<file path="src/rtl/gte_pkg.sv">
// ----------------------------------------------------------------------------
// gte_pkg
// Shared constants and controller/datapath interface types of the graph
// traversal engine.
// ----------------------------------------------------------------------------
package gte_pkg;

	localparam int NUM_VERTICES_DEF = 16;
	localparam int VERT_W           = 4;

	// adjacency read address select
	localparam logic [1:0] ADR_FROM = 2'd0;
	localparam logic [1:0] ADR_TO   = 2'd1;
	localparam logic [1:0] ADR_CUR  = 2'd2;
	localparam logic [1:0] ADR_PEND = 2'd3;

	typedef struct packed {
		logic       cap;        // capture edge endpoints
		logic       trav_init;  // clear visited marks and pointers
		logic       seed;       // mark start vertex, put it in pending store
		logic       emit_start;
		logic       adj_rd;
		logic [1:0] adj_rd_sel;
		logic       adj_wr;
		logic       wr_to;      // 0 writes row of edge_from, 1 row of edge_to
		logic       pop_q;      // read pending store at head, advance head
		logic       rd_top;     // drop top of stack, read the new top
		logic       take_pend;  // current vertex from pending store read
		logic       emit_pend;
		logic       push_cand;  // mark candidate, push it
		logic       emit_cand;
		logic       cur_cand;
		logic       flush;      // send held result flagged as last
	} gte_cmd_t;

	typedef struct packed {
		logic req_trav;
		logic edge_ok;
		logic start_ok;
		logic mode_bfs;
		logic q_empty;
		logic stack_last;
		logic cand_any;
	} gte_status_t;

endpackage

</file>
<file path="src/rtl/gte_datapath.sv">
// ----------------------------------------------------------------------------
// gte_datapath
// Adjacency memory, visited marks, pending store (queue or stack), neighbor
// priority encoder and the result hold/output registers.
// ----------------------------------------------------------------------------
module gte_datapath #(
	parameter int NUM_VERTICES = gte_pkg::NUM_VERTICES_DEF
) (
	input  logic                     clk,
	input  logic                     arst_n,
	input  logic                     req_type,
	input  logic [gte_pkg::VERT_W-1:0] edge_from,
	input  logic [gte_pkg::VERT_W-1:0] edge_to,
	input  logic [gte_pkg::VERT_W-1:0] start_vertex,
	input  logic                     mode_we,
	input  logic                     mode_wdata,
	input  gte_pkg::gte_cmd_t        cmd,
	output gte_pkg::gte_status_t     st,
	output logic                     result_valid,
	output logic [gte_pkg::VERT_W-1:0] visited_vertex,
	output logic                     last_of_run
);

	localparam int VW    = $clog2(NUM_VERTICES);
	localparam int PW    = $clog2(NUM_VERTICES + 1);
	localparam int VTX_W = gte_pkg::VERT_W;
	localparam logic [NUM_VERTICES-1:0] ROW_ONE = {{(NUM_VERTICES-1){1'b0}}, 1'b1};

	logic                    mode_q;
	logic [VW-1:0]           from_q, to_q, cur_q;
	logic [NUM_VERTICES-1:0] vis_q;
	logic [PW-1:0]           head_q, tail_q;

	logic [NUM_VERTICES-1:0] adj_mem [NUM_VERTICES];
	logic [NUM_VERTICES-1:0] row_vld_q;
	logic [NUM_VERTICES-1:0] adj_rd_q;
	logic                    adj_rd_vld_q;

	logic [VW-1:0]           pend_mem [NUM_VERTICES];
	logic [VW-1:0]           pend_rd_q;

	logic                    res_vld_q, out_vld_q, out_last_q;
	logic [VW-1:0]           res_v_q, out_v_q;

	logic [NUM_VERTICES-1:0] adj_row, cand, adj_wdata;
	logic [VW-1:0]           cand_idx, start_idx, adj_raddr, adj_waddr;
	logic [VW-1:0]           emit_v, pend_waddr, pend_raddr, pend_wdata;
	logic [PW-1:0]           top_cnt;
	logic                    pend_we, pend_re, emit_any;

	assign start_idx = VW'(start_vertex);
	assign adj_row   = adj_rd_vld_q ? adj_rd_q : '0;
	// self-loops are never followed
	assign cand      = adj_row & ~vis_q & ~(ROW_ONE << cur_q);

	always_comb begin
		cand_idx = '0;
		for (int i = NUM_VERTICES - 1; i >= 0; i--) begin
			if (cand[i]) begin
				cand_idx = VW'(i);
			end
		end
	end

	assign st.req_trav   = req_type;
	assign st.edge_ok    = (int'(edge_from) < NUM_VERTICES) && (int'(edge_to) < NUM_VERTICES);
	assign st.start_ok   = int'(start_vertex) < NUM_VERTICES;
	assign st.mode_bfs   = mode_q;
	assign st.q_empty    = head_q == tail_q;
	assign st.stack_last = tail_q == PW'(1);
	assign st.cand_any   = |cand;

	// adjacency memory, read-modify-write for edge insertion
	always_comb begin
		unique case (cmd.adj_rd_sel)
			gte_pkg::ADR_FROM: adj_raddr = from_q;
			gte_pkg::ADR_TO:   adj_raddr = to_q;
			gte_pkg::ADR_CUR:  adj_raddr = cur_q;
			gte_pkg::ADR_PEND: adj_raddr = pend_rd_q;
			default:           adj_raddr = cur_q;
		endcase
	end

	assign adj_waddr = cmd.wr_to ? to_q : from_q;
	assign adj_wdata = cmd.wr_to ? (adj_row | (ROW_ONE << from_q)) :
	                               (adj_row | (ROW_ONE << to_q));

	always_ff @(posedge clk) begin
		if (cmd.adj_wr) begin
			adj_mem[adj_waddr] <= adj_wdata;
		end
		if (cmd.adj_rd) begin
			adj_rd_q <= adj_mem[adj_raddr];
		end
	end

	always_ff @(posedge clk or negedge arst_n) begin
		if (!arst_n) begin
			row_vld_q    <= '0;
			adj_rd_vld_q <= 1'b0;
		end else begin
			if (cmd.adj_wr) begin
				row_vld_q <= row_vld_q | (ROW_ONE << adj_waddr);
			end
			if (cmd.adj_rd) begin
				adj_rd_vld_q <= row_vld_q[adj_raddr];
			end
		end
	end

	// pending store: queue in breadth-first, stack in depth-first
	assign top_cnt    = tail_q - PW'(2);
	assign pend_we    = cmd.seed | cmd.push_cand;
	assign pend_waddr = cmd.seed ? '0 : tail_q[VW-1:0];
	assign pend_wdata = cmd.seed ? start_idx : cand_idx;
	assign pend_re    = cmd.pop_q | cmd.rd_top;
	assign pend_raddr = cmd.pop_q ? head_q[VW-1:0] : top_cnt[VW-1:0];

	always_ff @(posedge clk) begin
		if (pend_we) begin
			pend_mem[pend_waddr] <= pend_wdata;
		end
		if (pend_re) begin
			pend_rd_q <= pend_mem[pend_raddr];
		end
	end

	always_ff @(posedge clk or negedge arst_n) begin
		if (!arst_n) begin
			mode_q <= 1'b0;
			vis_q  <= '0;
			head_q <= '0;
			tail_q <= '0;
		end else begin
			if (mode_we) begin
				mode_q <= mode_wdata;
			end
			// seed comes with the clear, so it wins
			if (cmd.seed) begin
				vis_q  <= ROW_ONE << start_idx;
				head_q <= '0;
				tail_q <= PW'(1);
			end else if (cmd.trav_init) begin
				vis_q  <= '0;
				head_q <= '0;
				tail_q <= '0;
			end else if (cmd.pop_q) begin
				head_q <= head_q + PW'(1);
			end else if (cmd.push_cand) begin
				vis_q  <= vis_q | (ROW_ONE << cand_idx);
				tail_q <= tail_q + PW'(1);
			end else if (cmd.rd_top) begin
				tail_q <= tail_q - PW'(1);
			end
		end
	end

	always_ff @(posedge clk) begin
		if (cmd.cap) begin
			from_q <= VW'(edge_from);
			to_q   <= VW'(edge_to);
		end
		if (cmd.seed) begin
			cur_q <= start_idx;
		end
		if (cmd.take_pend) begin
			cur_q <= pend_rd_q;
		end
		if (cmd.cur_cand) begin
			cur_q <= cand_idx;
		end
	end

	// one result is held back so the last one can be flagged
	assign emit_any = cmd.emit_start | cmd.emit_pend | cmd.emit_cand;

	always_comb begin
		if (cmd.emit_start) begin
			emit_v = start_idx;
		end else if (cmd.emit_pend) begin
			emit_v = pend_rd_q;
		end else begin
			emit_v = cand_idx;
		end
	end

	always_ff @(posedge clk or negedge arst_n) begin
		if (!arst_n) begin
			res_vld_q <= 1'b0;
			out_vld_q <= 1'b0;
		end else begin
			if (cmd.flush) begin
				out_vld_q <= 1'b1;
				res_vld_q <= 1'b0;
			end else if (emit_any) begin
				out_vld_q <= res_vld_q;
				res_vld_q <= 1'b1;
			end else begin
				out_vld_q <= 1'b0;
			end
		end
	end

	always_ff @(posedge clk) begin
		if (cmd.flush) begin
			out_v_q    <= res_v_q;
			out_last_q <= 1'b1;
		end else if (emit_any) begin
			out_v_q    <= res_v_q;
			out_last_q <= 1'b0;
			res_v_q    <= emit_v;
		end
	end

	assign result_valid   = out_vld_q;
	assign visited_vertex = VTX_W'(out_v_q);
	assign last_of_run    = out_last_q;

`ifndef SYNTHESIS
	a_tail_bound: assert property (@(posedge clk) disable iff (!arst_n)
		int'(tail_q) <= NUM_VERTICES)
		else $error("pending store overflow");

	a_head_le_tail: assert property (@(posedge clk) disable iff (!arst_n)
		head_q <= tail_q)
		else $error("queue head passed tail");

	a_flush_held: assert property (@(posedge clk) disable iff (!arst_n)
		cmd.flush |-> res_vld_q)
		else $error("flush without a held result");
`endif

endmodule

</file>
<file path="src/rtl/gte_ctrl.sv">
// ----------------------------------------------------------------------------
// gte_ctrl
// Sequencer for edge insertion and breadth-first / depth-first traversal.
// ----------------------------------------------------------------------------
module gte_ctrl (
	input  logic                 clk,
	input  logic                 arst_n,
	input  logic                 start,
	input  gte_pkg::gte_status_t st,
	output logic                 busy,
	output gte_pkg::gte_cmd_t    cmd
);

	localparam logic [3:0] S_IDLE     = 4'd0;
	localparam logic [3:0] S_ADD_RDF  = 4'd1;
	localparam logic [3:0] S_ADD_WRF  = 4'd2;
	localparam logic [3:0] S_ADD_WRT  = 4'd3;
	localparam logic [3:0] S_BFS_POP  = 4'd4;
	localparam logic [3:0] S_BFS_ROW  = 4'd5;
	localparam logic [3:0] S_BFS_SCAN = 4'd6;
	localparam logic [3:0] S_DFS_RD   = 4'd7;
	localparam logic [3:0] S_DFS_SCAN = 4'd8;
	localparam logic [3:0] S_DFS_TOP  = 4'd9;
	localparam logic [3:0] S_FIN      = 4'd10;

	logic [3:0] state_q, state_nxt;

	always_comb begin
		cmd       = '0;
		state_nxt = state_q;
		unique case (state_q)
			S_IDLE: begin
				if (start) begin
					cmd.cap = 1'b1;
					if (!st.req_trav) begin
						if (st.edge_ok) begin
							state_nxt = S_ADD_RDF;
						end
					end else begin
						cmd.trav_init = 1'b1;
						if (st.start_ok) begin
							cmd.seed = 1'b1;
							if (st.mode_bfs) begin
								state_nxt = S_BFS_POP;
							end else begin
								cmd.emit_start = 1'b1;
								state_nxt      = S_DFS_RD;
							end
						end
					end
				end
			end
			S_ADD_RDF: begin
				cmd.adj_rd     = 1'b1;
				cmd.adj_rd_sel = gte_pkg::ADR_FROM;
				state_nxt      = S_ADD_WRF;
			end
			S_ADD_WRF: begin
				cmd.adj_wr     = 1'b1;
				cmd.wr_to      = 1'b0;
				cmd.adj_rd     = 1'b1;
				cmd.adj_rd_sel = gte_pkg::ADR_TO;
				state_nxt      = S_ADD_WRT;
			end
			S_ADD_WRT: begin
				cmd.adj_wr = 1'b1;
				cmd.wr_to  = 1'b1;
				state_nxt  = S_IDLE;
			end
			S_BFS_POP: begin
				if (st.q_empty) begin
					state_nxt = S_FIN;
				end else begin
					cmd.pop_q = 1'b1;
					state_nxt = S_BFS_ROW;
				end
			end
			S_BFS_ROW: begin
				cmd.take_pend  = 1'b1;
				cmd.emit_pend  = 1'b1;
				cmd.adj_rd     = 1'b1;
				cmd.adj_rd_sel = gte_pkg::ADR_PEND;
				state_nxt      = S_BFS_SCAN;
			end
			S_BFS_SCAN: begin
				// enqueue unvisited neighbors, lowest index first, one per cycle
				if (st.cand_any) begin
					cmd.push_cand = 1'b1;
				end else begin
					state_nxt = S_BFS_POP;
				end
			end
			S_DFS_RD: begin
				cmd.adj_rd     = 1'b1;
				cmd.adj_rd_sel = gte_pkg::ADR_CUR;
				state_nxt      = S_DFS_SCAN;
			end
			S_DFS_SCAN: begin
				if (st.cand_any) begin
					cmd.push_cand = 1'b1;
					cmd.emit_cand = 1'b1;
					cmd.cur_cand  = 1'b1;
					state_nxt     = S_DFS_RD;
				end else begin
					// backtrack
					cmd.rd_top = 1'b1;
					state_nxt  = st.stack_last ? S_FIN : S_DFS_TOP;
				end
			end
			S_DFS_TOP: begin
				cmd.take_pend  = 1'b1;
				cmd.adj_rd     = 1'b1;
				cmd.adj_rd_sel = gte_pkg::ADR_PEND;
				state_nxt      = S_DFS_SCAN;
			end
			S_FIN: begin
				cmd.flush = 1'b1;
				state_nxt = S_IDLE;
			end
			default: begin
				state_nxt = S_IDLE;
			end
		endcase
	end

	always_ff @(posedge clk or negedge arst_n) begin
		if (!arst_n) begin
			state_q <= S_IDLE;
		end else begin
			state_q <= state_nxt;
		end
	end

	assign busy = state_q != S_IDLE;

`ifndef SYNTHESIS
	a_push_has_cand: assert property (@(posedge clk) disable iff (!arst_n)
		cmd.push_cand |-> st.cand_any)
		else $error("push without a candidate neighbor");

	a_add_seq: assert property (@(posedge clk) disable iff (!arst_n)
		state_q == S_ADD_WRF |=> state_q == S_ADD_WRT)
		else $error("edge insertion sequence broken");

	a_dfs_end: assert property (@(posedge clk) disable iff (!arst_n)
		(state_q == S_DFS_SCAN && !st.cand_any && st.stack_last) |=> state_q == S_FIN)
		else $error("depth-first run did not finish on empty stack");
`endif

endmodule

</file>
<file path="src/rtl/graph_traversal_engine_core.sv">
// ----------------------------------------------------------------------------
// graph_traversal_engine_core
// Undirected graph search over an adjacency bit matrix.
// ----------------------------------------------------------------------------
// Usage:
//   A transaction is taken when start is high and busy is low. req_type 0
//   adds the edge {edge_from, edge_to}; req_type 1 runs a search from
//   start_vertex. mode_we writes mode_wdata into the mode register
//   (0 depth-first preorder, 1 breadth-first). The user must raise it only
//   while busy is low; the block does not enforce this. Each reached vertex
//   appears on visited_vertex for one cycle with result_valid high; last_of_run
//   marks the final one. The receiver cannot stall, results must be taken
//   as they come. Edge add: busy while the edge_from row is read, then
//   written as the edge_to row is read, then that row written; no result.
//   Out-of-range endpoints or start are dropped with no busy time. Search:
//   depth-first mode reads the current row, then pushes a neighbor (tree
//   step) or pops the stack (backtrack); breadth-first mode dequeues a
//   vertex, reads its row, then enqueues its new neighbors. The first result
//   leaves one vertex late, the last one in the cycle after the search ends.
//   Reset clears the graph (per-row valid bits), the mode and all control.
// ----------------------------------------------------------------------------
module graph_traversal_engine_core #(
	parameter int NUM_VERTICES = gte_pkg::NUM_VERTICES_DEF
) (
	input  logic                       clk,
	input  logic                       arst_n,
	input  logic                       start,
	output logic                       busy,
	input  logic                       req_type,
	input  logic [gte_pkg::VERT_W-1:0] edge_from,
	input  logic [gte_pkg::VERT_W-1:0] edge_to,
	input  logic [gte_pkg::VERT_W-1:0] start_vertex,
	input  logic                       mode_we,
	input  logic                       mode_wdata,
	output logic                       result_valid,
	output logic [gte_pkg::VERT_W-1:0] visited_vertex,
	output logic                       last_of_run
);

	gte_pkg::gte_cmd_t    cmd;
	gte_pkg::gte_status_t st;

	gte_ctrl u_ctrl (
		.clk    (clk),
		.arst_n (arst_n),
		.start  (start),
		.st     (st),
		.busy   (busy),
		.cmd    (cmd)
	);

	gte_datapath #(
		.NUM_VERTICES (NUM_VERTICES)
	) u_dp (
		.clk            (clk),
		.arst_n         (arst_n),
		.req_type       (req_type),
		.edge_from      (edge_from),
		.edge_to        (edge_to),
		.start_vertex   (start_vertex),
		.mode_we        (mode_we),
		.mode_wdata     (mode_wdata),
		.cmd            (cmd),
		.st             (st),
		.result_valid   (result_valid),
		.visited_vertex (visited_vertex),
		.last_of_run    (last_of_run)
	);

endmodule
</file>
<file path="config.mk">
export PLATFORM = sky130hd
export DESIGN_NAME = graph_traversal_engine_core
export DESIGN_NICKNAME = d
export VERILOG_FILES = /design/src/rtl/gte_pkg.sv /design/src/rtl/gte_datapath.sv /design/src/rtl/gte_ctrl.sv /design/src/rtl/graph_traversal_engine_core.sv
export SDC_FILE = /design/constraint.sdc
export NUM_CORES = 1
export LEC_CHECK = 0
export ABC_CLOCK_PERIOD_IN_PS = 4300
export BUFFER_PORTS_ARGS = -buffer_cell sky130_fd_sc_hd__buf_2
export CORE_MARGIN = 3
export CORE_UTILIZATION = 55
export CTS_CLUSTER_DIAMETER = 50
export DETAILED_ROUTE_END_ITERATION = 6
export GPL_TIMING_DRIVEN = 0
export PLACE_DENSITY = 0.71
export SLEW_MARGIN = 20
export SYNTH_ARGS = -nofsm -noshare
export SYNTH_HDL_FRONTEND = slang
export SYNTH_SLANG_ARGS = --single-unit
export TNS_END_PERCENT = 20
</file>
<file path="constraint.sdc">
create_clock -name clk -period 4.3 [get_ports clk]
set_clock_uncertainty 0.1 [all_clocks]
set_input_delay 0.645 -clock clk [delete_from_list [all_inputs] [get_ports clk]]
set_output_delay 0.645 -clock clk [all_outputs]
set_load 0.02 [all_outputs]
</file>
; After elaboration in Yosys (flattened, before gate mapping)
; Memories as Yosys holds them, arrays and structs flattened. A register that Yosys moved wholly into a read port is not among the register bits.
; Cells that the tools add are included.
[totals]
out_inout_bits = 7
input_bits = 18
wordCells = 151
reg_bits = 71
memories = 2
mem_bits_rw = 320
[mem_list]
columns = memory, depth, width, rd, rd_ports_with_merged_regs, write_ports, line
row1 = u_dp.adj_mem, 16, 16, 1, 1, 1, gte_datapath.sv:34  ; logic [NUM_VERTICES-1:0] adj_mem [NUM_VERTICES];
row2 = u_dp.pend_mem, 16, 4, 1, 1, 1, gte_datapath.sv:39  ; logic [VW-1:0] pend_mem [NUM_VERTICES];
[classes]
n_eq_ne = 18
shifts = 6
reduce_logical = 15
n_lt_le_gt_ge = 1
n_addsub = 4
mux = 77
n_bitwise = 13
[ops]
columns = op, n
row1 = $mux 4, 33
row2 = $mux 16, 6
row3 = $shl 1x4->16 const A, 6
row4 = $or 16x16->16, 4
row5 = $mux 5, 8
row6 = $and 16x16->16, 2
row7 = $not 16->16, 2
row8 = $pmux 4 s8, 1
row9 = $mux 1, 18
row10 = $eq 4x3->1 const B, 4
row11 = $pmux 4 s4, 1
row12 = $reduce_or 16->1, 1
row13 = $eq 4x4->1 const B, 3
row14 = $pmux 3 s4, 1
row15 = $add 5x1->5 const B, 2
row16 = $mux 3, 3
row17 = $reduce_bool 3->1, 3
row18 = $eq 4x2->1 const B, 2
row19 = $reduce_and 2->1, 4
row20 = $reduce_bool 4->1, 2
row21 = $mux 2, 3
row22 = $eq 5x1->1 const B, 1
row23 = $eq 5x5->1, 1
row24 = $lt 4x5->1 const B, 1
row25 = 16 further kinds, 22

; Logic depth before layout (Yosys ltp)
; Gate-level depths: netlist of run 1.
[depth]
word_depth = 25
depth_mapped = 11
mapped_depth_nobuf = 9

; Cells and area by module
; Synthesis of run 1 repeated with hierarchy kept, for this count alone.
[unflattened]
hier_cells = 1125
area_unflattened_um2 = 18024.8
[by_module_without_submodules]
columns = module, area_per_inst_um2, cells_per_inst, n_inst, seq_area_each_um2
row1 = gte_datapath, 17488.0, 1054, 1, 11981.5
row2 = gte_ctrl, 536.8, 71, 1, 100.1

; Worst setup path after synthesis of run 1
; No wires, ideal clock.
[synth_path]
path_type = register -> register
from = register u_dp.tail_q[1]
to = register u_dp.pend_rd_q[0], read port of u_dp.pend_mem, data pin
path_stages_with_launch = 11
t_required_ns = 3.928
period_less_slack_ns = 3.113
arrival_time_ns = 2.741
path_buffers = 3
slack_ns = 1.187
setup_time_ns = 0.272
cell_sequence = dfrtp_1 > buf_2 > xnor2_1 > nand2_1 > o41ai_2 > mux2_2 > buf_2 > buf_2 > mux2i_1 > o22ai_1 > or4_1
[synth_via]
elab_chain_cells = 4
elab_cells_between_ends = 6
cone_classes = add/sub (1) / eq/ne (1) / mux (3) / bitwise (1)
[synth_rtl]
columns = element, line
row1 = start: declaration, gte_datapath.sv:32  ; logic [PW-1:0] head_q, tail_q;
row2 = start signal: assignment, gte_datapath.sv:151  ; tail_q <= tail_q + PW'(1);
row3 = start signal: assignment, gte_datapath.sv:153  ; tail_q <= tail_q - PW'(1);
row4 = $eq 5x5->1, gte_datapath.sv:69  ; assign st.q_empty = head_q == tail_q;
row5 = $mux 1, gte_ctrl.sv:71  ; if (st.q_empty) begin
row6 = $mux 1, gte_ctrl.sv:31  ; unique case (state_q)
row7 = $mux 4 / $or 1x1->1 (equally long branches), "gte_datapath.sv:117, gte_datapath.sv:116"
row8 = end: declaration, gte_datapath.sv:40  ; logic [VW-1:0] pend_rd_q;
; Parallel ways exist; a longest one is shown, timed or not.
; A chain may end at the register's enable or synchronous reset.

; Worst setup path in the final report of run 1
[layout_path]
from = register u_ctrl.state_q[1]
to = register u_dp.adj_rd_q[9], read port of u_dp.adj_mem, data pin
[layout_via]
elab_chain_cells = 5
elab_cells_between_ends = 12
cone_classes = eq/ne (8) / mux (2) / reduce/logical (2)
[layout_rtl]
columns = element, line
row1 = start: declaration, gte_ctrl.sv:26  ; logic [3:0] state_q, state_nxt;
row2 = start signal: assignment, gte_ctrl.sv:130  ; state_q <= state_nxt;
row3 = $eq 4x3->1 / $eq 4x4->1 (equally long branches), gte_ctrl.sv:31
row4 = $reduce_or 2->1 (no line), -
row5 = $pmux 3 s4 (*), gte_ctrl.sv:31
row6 = "$eq 2x2->1, or another cell as far along", gte_datapath.sv:75  ; unique case (cmd.adj_rd_sel)
row7 = $pmux 4 s4, gte_datapath.sv:75
row8 = end: declaration, gte_datapath.sv:36  ; logic [NUM_VERTICES-1:0] adj_rd_q;
; Mark *: on every way between the ends. The rest lies on a longest branch, timed or not.

==> run summary, run 1 <==
Setup Viol. Count Final - 0
Reg2reg path depth - 10
Reg2reg end - u_dp.adj_rd_q[9]
Tmin final - 3990 ps
Overflow after GRT - 0
First-pass GRT wire length - 66700 microns
CTS tree - done
Final worst slack - 308 ps
# IOs - 25
Clk slew on worst S/H paths - 60 ps
Clock share of power - 0.216
CP Launch Type - register
Clk_lat worst skew - 560 ps
GRT Util Overall - 0.247
Cells after DPL - 1709
CTS Sinks - 411
Routability cong. - 0.926
Syn Inst Count - 1228
Switching pwr - 6.20 mW
Top-count cell post-synth - edfxtp_1
Hold_buf cts - 0
RSZ-0062 raised after global routing - no
Tightest Pin Transition - 1040 ps
Dominant cell type by area after synthesis - edfxtp_1
Seq/Total Area, Yosys - 0.666
DR iter-0 viols - 1222
Area contributors post-synth - edfxtp_1 (60%), mux4_2 (8.1%), dfrtp_1 (6.9%)
Flop pwr share - 0.363
DR WL/cell - 24.2 microns
HP Class - input pin to async pin
Worst setup path endpoint - u_dp.adj_rd_q[9]
H-Tree Depth - 2
Rows - 65
Post-CTS Resized - 0
Pint - 10.3 mW
Status - finished, final reports clean
Router iterations before antenna repair - 7
Hold Slack - 24.5 ps
Top FF cell, synth - edfxtp_1
Share of cells above drive strength 1 - 0.196
Slew margin rel. - 0.300
Switch share - 0.376
Total wire length - 43100 microns
Pre-CTS WS - 443 ps
WP data required - 4470 ps
Buffer depth of the longest clock path - 3
Worst Setup SP - u_ctrl.state_q[1]
Number of global-route vias before repair - 11400
Post-synthesis simple-gate area fraction - 0.106
Initial antenna violation count - 0
XOR/XNOR share of the synthesized area - 0.00531
WP data arrival - 4160 ps
Synth warn - 0
Die Ht - 188 microns
Compound-gate portion of the synthesized area - 0.0873
Cell leakage power - 7.16 nW
Final non-filler cell total - 1783
Largest family of logic cells by synthesized area - multiplexers
Die area - 35200 sq um
Antenna-violating nets left - 0
Distinct cell type count after synthesis - 82
DP Wirelength - 30000 microns
Core Area - 32000 sq um
Share of Yosys cell area claimed by the top area cell type - 0.596
Antenna diode count - 0
Root buffer cell - clkbuf_16
CP Capture Type - register
Starting Density - 0.566
Post-synth EDFFs - 360
Die X - 188 microns
Final hold vios - 0
Avg Cell Area, Syn - 14.8 sq um
Via count - 11300
Flop and latch count out of synthesis - 411
Combinational Power Share - 0.421
Post-CTS setup buffers - 0
Maximum vdd ir drop - 0.000526 V
Critical Setup Path Class - register to register
Synth Net Count - 1253
Layout net count - 1343
Crit Reg-Reg Startpoint - u_ctrl.state_q[1]
CP max FO - 10
Post-synth top cells - edfxtp_1 (360), nand2_1 (99), nor2_1 (89), mux4_2 (65)
I/O Buffers - 22
Area grow syn2layout - 12.8%
Max Slew Vio Count - 0
FMAX - 251 MHz
Post-synthesis mux area share - 0.111
Register-to-register setup slack - 310 ps
DR DRC count - 0
Final period util - 0.928
Max-cap violations - 0
Adder-cell share of the synthesized area - 0.00483
Cts bufs inserted - 42
Pwr/cell area - 808 nW/um^2
Mapped Area - 18100 sq um
Vias per cell - 6.33
Setup_tns - 0 ps
Largest net degree at the start of global routing - 51
Synth async-reset ratio - 0.122
==> kinds of logic after synthesis <==
logic type	after synthesis
xor gates and xnor gates	11
DFF	411
AOI/OAI and AO/OA	230
buffers and inverters	81
muxes	119
and+or+nand+nor	369
adders and majority gates	7
==> state kept, by name, summed over array words and instances, names as in the netlist, 4 cells and up <==
| signal | cells |
|---|---|
| u_dp.visited_vertex | 4 |
| u_dp.adj_mem | 256 |
| u_dp.pend_mem | 64 |
| u_dp.cur_q | 4 |
| u_dp.row_vld_q | 16 |
| u_dp.from_q | 4 |
| u_dp.res_v_q | 4 |
| u_ctrl.state_q | 4 |
| u_dp.pend_rd_q | 4 |
| u_dp.tail_q | 5 |
| u_dp.adj_rd_q | 16 |
| u_dp.head_q | 5 |
| u_dp.to_q | 4 |
| u_dp.vis_q | 16 |
==> worst min-delay path by stage <==
stage	to	slack, ps
2_1_floorplan	u_ctrl.state_q[0]	250
3_3_place_gp	u_dp.visited_vertex[0]	310
3_5_place_dp	u_dp.visited_vertex[2]	310
4_1_cts	u_dp.tail_q[2]	40
5_1_grt	u_dp.tail_q[2]	70
6_report	u_dp.tail_q[2]	20
==> metal layers <==
layer  up-vias  share of wire  GRT usage
li1       5004              -          -
met5         -              0          0
met2       514           0.51      0.426
met4         0          0.028     0.0785
met1      5661           0.40      0.328
met3       106          0.065     0.0353
==> final cells by class <==
| class | count | area (sq um) |
|---|---|---|
| clock buffer | 59 | 1190 |
| tap | 435 | 544 |
| multi-input combinational | 736 | 5780 |
| sequential | 411 | 12100 |
| fill | 2319 | 11600 |
| inverter | 16 | 60.1 |
| timing repair buffer | 46 | 334 |
| clock inverter | 15 | 179 |
| buffer | 65 | 288 |
==> through the flow <==
step	total power [mW]	utilization	cell area, sq um
2_1_floorplan	10.7	-	18100
3_3_place_gp	12.6	0.586	18800
3_5_place_dp	12.9	0.595	19100
4_1_cts	16.5	0.638	20400
5_1_grt	17.3	0.638	20500
6_report	16.5	0.638	20500
==> cell usage in the layout (no fill, tap or decap), types with 14 or more instances in the layout <==
| cell | count |
|---|---|
| o22ai_1 | 25 |
| buf_2 | 41 |
| nand2_1 | 99 |
| nor2_1 | 73 |
| buf_4 | 19 |
| dfrtp_1 | 50 |
| or2_2 | 17 |
| mux4_2 | 65 |
| inv_1 | 14 |
| o21ai_1 | 17 |
| nor3_1 | 20 |
| a21oi_1 | 31 |
| edfxtp_1 | 360 |
| nor3b_1 | 14 |
| nand3_1 | 17 |
| mux2i_1 | 48 |
| clkbuf_1 | 49 |
| a22oi_1 | 35 |
| a31oi_1 | 14 |
| o21ai_0 | 30 |
| nor2b_1 | 23 |
| clkbuf_16 | 43 |
==> power by group through the flow <==
stage	clock, mW	sequential (mW)	combinational [mW]
final	3.57	5.99	6.95
after global routing	3.77	6.04	7.53
after CTS	3.62	5.98	6.92
after detailed placement	0	6.05	6.86
after global placement	0	6.08	6.53
after floorplan	0	5.95	4.76
==> worst max-delay path: stages (launching register included) <==
cell      delay [ps]
dfrtp_1          360
buf_4            170
nor2b_1          320
and2_0           320
nand2_1          170
a31oi_1          430
buf_2            390
clkbuf_1         570
mux4_2           410
a22oi_1          360
nand2_1          100
Power figures use the tool's default switching activity.
==> inputs of run 2 (changes only) <==
--- a/config.mk
+++ b/config.mk
@@ -8,11 +8,10 @@
 export ABC_CLOCK_PERIOD_IN_PS = 4300
 export BUFFER_PORTS_ARGS = -buffer_cell sky130_fd_sc_hd__buf_2
 export CORE_MARGIN = 3
-export CORE_UTILIZATION = 55
+export CORE_UTILIZATION = 23
 export CTS_CLUSTER_DIAMETER = 50
 export DETAILED_ROUTE_END_ITERATION = 6
 export GPL_TIMING_DRIVEN = 0
-export PLACE_DENSITY = 0.71
 export SLEW_MARGIN = 20
 export SYNTH_ARGS = -nofsm -noshare
 export SYNTH_HDL_FRONTEND = slang
==> run summary, run 2 (synthesis gave the netlist of run 1 again) <==
Overflow after GRT - 0 (unchanged)
Buffer depth of the longest clock path - 3 (unchanged)
Routability cong. - 0.867 (-6.3%)
Rows - 102 (+57%)
H-Tree Depth - 2 (unchanged)
Placed instance area - 19900 sq um (+4.2%)
Largest registers - u_dp.adj_mem (256), u_dp.pend_mem (64)
Metal3 WL - 3110 microns (+11%)
Core Area - 77700 sq um (+140%)
CP bufs+invs - 4 (+1)
I/O Buffers - 22 (unchanged)
Total wire length - 44500 microns (+3.2%)
Post-CTS Resized - 0 (unchanged)
Die area - 82200 sq um (+130%)
DR WL/cell - 18.6 microns (-23%)
Largest net degree at the start of global routing - 51 (unchanged)
Cts bufs inserted - 43 (+2.4%)
WL met1 - 19300 microns (+12%)
CP max FO - 10 (unchanged)
Root buffer cell - clkbuf_16
Maximum vdd ir drop - 0.000346 V (-34%)
WP data required - 4470 ps (about the same)
Via count - 11100 (-2.0%)
GRT Util Overall - 0.107 (-0.140)
Slew margin rel. - 0.246 (-0.0534)
Crit-path cells - buf_4 -> clkbuf_1 -> nor2_1 -> a21oi_1 -> nand2b_1 -> a31oi_1 -> buf_2 -> clkbuf_1 -> mux4_2 -> a22oi_1 -> nand2_1
DP Wirelength - 31100 microns (+3.5%)
Critical Setup Path Class - register to register
Max Slew Vio Count - 0 (unchanged)
Vias per cell - 4.62 (-27%)
Number of global-route vias before repair - 11100 (-2.6%)
# IOs - 25 (unchanged)
Starting Density - 0.233 (-0.333)
Final period util - 0.908 (-0.0203)
Setup_tns - 0 ps (unchanged)
Status - finished, final reports clean
CTS tree - done
Die X - 287 microns (+53%)
Share of cells above drive strength 1 - 0.195 (-0.000435)
Most frequent cells in the layout - edfxtp_1 (360), nand2_1 (99), nor2_1 (73), mux4_2 (65), dfrtp_1 (50)
Clk slew on worst S/H paths - 60 ps (about the same)
CP max-delay cell - clkbuf_1
Post-CTS setup buffers - 0 (unchanged)
Cell leakage power - 7.18 nW (+0.33%)
Clk_lat worst skew - 550 ps (about the same)
Tightest Pin Transition - 1120 ps (+79.5 ps)
Number of flip-flops in the largest register - 256 (unchanged)
Layout net count - 1344 (+0.074%)
Fin area - 21300 sq um (+4.1%)
DR iter-0 viols - 1052 (-14%)
FMAX - 256 MHz (+2.2%)
CP Launch Type - register
CTS Sinks - 411 (unchanged)
HP Class - input pin to async pin
Max-cap violations - 0 (unchanged)
Max Used Layer - met5
RSZ-0062 raised after global routing - no
CP dominant cell by count - clkbuf_1
Router iterations before antenna repair - 5 (-2)
Setup Viol. Count Final - 0 (unchanged)
First-pass GRT wire length - 68300 microns (+2.3%)
CP top delay family - buffers and inverters
Largest register by flop count - u_dp.adj_mem
Hold_buf cts - 0 (unchanged)
Tmin final - 3900 ps (-87.4 ps)
CP Capture Type - register
Met2 WL - 21100 microns (-3.0%)
Initial antenna violation count - 4 (+4)
Die Ht - 287 microns (+53%)
Final hold vios - 0 (unchanged)
Pwr/cell area - 786 nW/um^2 (-2.7%)
DR DRC count - 0 (unchanged)
Final Core Density - 0.274 (-0.364)
WP data arrival - 4080 ps (-80 ps)
Worst path max stage delay - 540 ps (-30 ps)
Commonest non-fill, non-tap cell in the layout - edfxtp_1
Antenna-violating nets left - 0 (unchanged)
Area grow syn2layout - 17.4%
run 2: final timing paths:
kind | endpoint | cells after the start | slack (ps) | startpoint
setup reg to reg | u_dp.adj_rd_q[3] | 11 | 400 | u_ctrl.state_q[2]
hold reg to reg | u_dp.visited_vertex[3] | 0 | 320 | u_dp.res_v_q[3]
setup / recovery | u_dp.adj_rd_q[3] | 11 | 400 | u_ctrl.state_q[2]
max in group asynchronous | u_ctrl.state_q[2] | 1 | 3540 | arst_n
hold / removal | u_dp.row_vld_q[3] | 1 | 60 | arst_n
min in group clk | u_dp.to_q[2] | 1 | 170 | edge_to[2]
run 2: per-layer routing:
layer,up-vias,track usage
met5,-,0
met3,72,0.0248
met4,2,0.0260
met1,5605,0.144
met2,373,0.174
li1,5003,-
run 2: cell type report:
cell class,count,area [sq um]
timing repair buffer,46,352
fill,7784,56400
antenna,2,5.00
inverter,16,60.1
sequential,411,12100
multi-input combinational,736,5800
tap,1040,1300
clock buffer,49,1100
buffer,65,288
clock inverter,28,293
run 2: metrics by stage:
stage | setup WS [ps] | cells | hold slack [ps] | power, mW
after floorplan | 1190 | 1228 | 249 | 10.7
after global placement | -170 | 2290 | 311 | 12.8
final | 396 | 2393 | 64.9 | 16.7
after global routing | 112 | 2391 | 109 | 17.7
after CTS | 405 | 2391 | 86.5 | 16.8
after detailed placement | 425 | 2314 | 309 | 13.1
run 2: power breakdown:
group          internal [mW]  switching (mW)  total, mW
Clock                   2.11            1.56       3.66
Sequential              5.65           0.328       5.98
Combinational           2.63            4.45       7.09
==> inputs of run 3 (changes only) <==
--- a/config.mk
+++ b/config.mk
@@ -12,6 +12,7 @@
 export CTS_CLUSTER_DIAMETER = 50
 export DETAILED_ROUTE_END_ITERATION = 6
 export GPL_TIMING_DRIVEN = 0
+export PLACE_DENSITY = 0.44
 export SLEW_MARGIN = 20
 export SYNTH_ARGS = -nofsm -noshare
 export SYNTH_HDL_FRONTEND = slang
==> run summary, run 3 (synthesis gave the netlist of run 1 again) <==
Tightest Pin Transition - 954 ps (-169 ps)
DR DRC count - 0 (unchanged)
Fin area - 21600 sq um (+1.5%)
Via count - 11000 (-0.62%)
Final Core Density - 0.278 (+0.00410)
CTS tree - done
Vias per cell - 4.59 (-0.70%)
Commonest non-fill, non-tap cell in the layout - edfxtp_1
Setup Viol. Count Final - 0 (unchanged)
CP max FO - 10 (unchanged)
Post-CTS setup buffers - 0 (unchanged)
Layout net count - 1342 (-0.15%)
Largest register by flop count - u_dp.adj_mem
Router iterations before antenna repair - 6 (+1)
Hold_buf cts - 0 (unchanged)
CTS Sinks - 411 (unchanged)
Critical Setup Path Class - register to register
Initial antenna violation count - 1 (-3)
Final period util - 0.932 (+0.0241)
I/O Buffers - 22 (unchanged)
Largest registers - u_dp.adj_mem (256), u_dp.pend_mem (64)
Share of cells above drive strength 1 - 0.208 (+0.0121)
DR WL/cell - 20.9 microns (+12%)
Die area - 82200 sq um (unchanged)
Buffer depth of the longest clock path - 3 (unchanged)
Tmin final - 4010 ps (+103 ps)
Clk slew on worst S/H paths - 60 ps (about the same)
FMAX - 250 MHz (-2.6%)
GRT Util Overall - 0.121 (+0.0147)
DR iter-0 viols - 805 (-23%)
Max Slew Vio Count - 0 (unchanged)
Most frequent cells in the layout - edfxtp_1 (360), nand2_1 (99), nor2_1 (73), mux4_2 (65), dfrtp_1 (50)
Slew margin rel. - 0.357 (+0.111)
Cts bufs inserted - 45 (+4.7%)
Antenna-violating nets left - 0 (unchanged)
Status - finished, final reports clean
FILL cells - 7830 (+0.59%)
Total wire length - 50000 microns (+12%)
Routability cong. - 0.842 (-2.9%)
Starting Density - 0.233 (unchanged)
# IOs - 25 (unchanged)
HP Class - input pin to async pin
Die X - 287 microns (unchanged)
Overflow after GRT - 0 (unchanged)
Core Area - 77700 sq um (unchanged)
H-Tree Depth - 2 (unchanged)
Rows - 102 (unchanged)
Maximum vdd ir drop - 0.000320 V (-7.6%)
Cell leakage power - 7.30 nW (+1.6%)
RSZ-0062 raised after global routing - no
Largest net degree at the start of global routing - 51 (unchanged)
Final hold vios - 0 (unchanged)
Number of flip-flops in the largest register - 256 (unchanged)
Pwr/cell area - 802 nW/um^2 (+2.0%)
Root buffer cell - clkbuf_16
CP Launch Type - register
Number of global-route vias before repair - 11200 (+1.5%)
Clk_lat worst skew - 600 ps (+50 ps)
DP Wirelength - 34500 microns (+11%)
Die Ht - 287 microns (unchanged)
Placed instance area - 20000 sq um (+0.59%)
Max-cap violations - 0 (unchanged)
First-pass GRT wire length - 75000 microns (+9.9%)
WP data required - 4540 ps (+70 ps)
CP Capture Type - register
WP data arrival - 4250 ps (+170 ps)
Area grow syn2layout - 19.1%
==> run 3: cell types whose count changed in the layout (fill, tap and decap cells not counted), moves of 6 or more <==
cell,previous run,this run
buf_12,1,7
buf_4,22,16
o21ai_1,19,12
o21ai_2,3,11
==> run 3: final timing paths <==
path / startpoint / endpoint / slack [ps] / cells past startpoint
hold / removal: arst_n / u_dp.head_q[0] / 20 / 1
setup reg to reg: u_ctrl.state_q[2] / u_dp.adj_rd_q[13] / 290 / 11
max in group asynchronous: arst_n / u_dp.row_vld_q[2] / 3540 / 1
setup / recovery: u_ctrl.state_q[2] / u_dp.adj_rd_q[13] / 290 / 11
hold reg to reg: u_dp.res_v_q[0] / u_dp.visited_vertex[0] / 320 / 0
min in group clk: edge_from[2] / u_dp.from_q[2] / 130 / 1
==> run 3: final cells by class <==
| class | count | area (sq um) | share of cell area |
|---|---|---|---|
| clock buffers | 51 | 1180 | 0.0546 |
| multi-input cells | 736 | 5860 | 0.271 |
| inverters | 16 | 60.1 | 0.00278 |
| repair buffers | 42 | 410 | 0.0190 |
| diodes | 1 | 2.50 | 0.000116 |
| flip-flops and latches | 411 | 12100 | 0.559 |
| well taps | 1040 | 1300 | 0.0602 |
| plain buffers | 65 | 290 | 0.0134 |
| clock inverters | 33 | 418 | 0.0193 |
==> run 3: per-layer routing <==
layer  track usage  wire length (microns)
met5             0                      0
met4        0.0327                   1080
met3        0.0202                   2100
met2         0.198                  23900
met1         0.167                  23000
==> run 3: where the power goes <==
part | leakage, nW | total (mW) | switching (mW) | internal (mW)
Combinational | 2.60 | 7.21 | 4.62 | 2.59
Sequential | 3.93 | 6.00 | 0.346 | 5.65
Clock | 0.770 | 4.11 | 1.73 | 2.38
Total | 7.30 | 17.3 | 6.69 | 10.6
==> run 3: through the flow <==
stage	cells	power [mW]	TNS, ps	setup WS (ps)	hold WS (ps)
2_1_floorplan	1228	10.7	0	1190	249
3_3_place_gp	2290	13.2	-26900	-444	311
6_report	2395	17.3	0	292	19.9
5_1_grt	2394	18.4	0	49.5	56.8
4_1_cts	2394	17.6	0	132	35.1
3_5_place_dp	2310	13.4	0	118	305
==> run 3: critical path: stages (launching register included) <==
cell      delay, ps
dfrtp_1         450
buf_4           200
clkbuf_1        240
nor2_1          280
a21oi_1         100
nand2b_1        160
a31oi_1         430
buf_2           380
buf_1           570
mux4_2          410
a22oi_1         320
nand2_1         110
==> run 3: timing repair <==
| item | in CTS | in global routing |
|---|---|---|
| setup endpoints to repair | 0 | 7 |
| hold endpoints to repair | 0 | 0 |
| gates resized for setup | 0 | 5 |
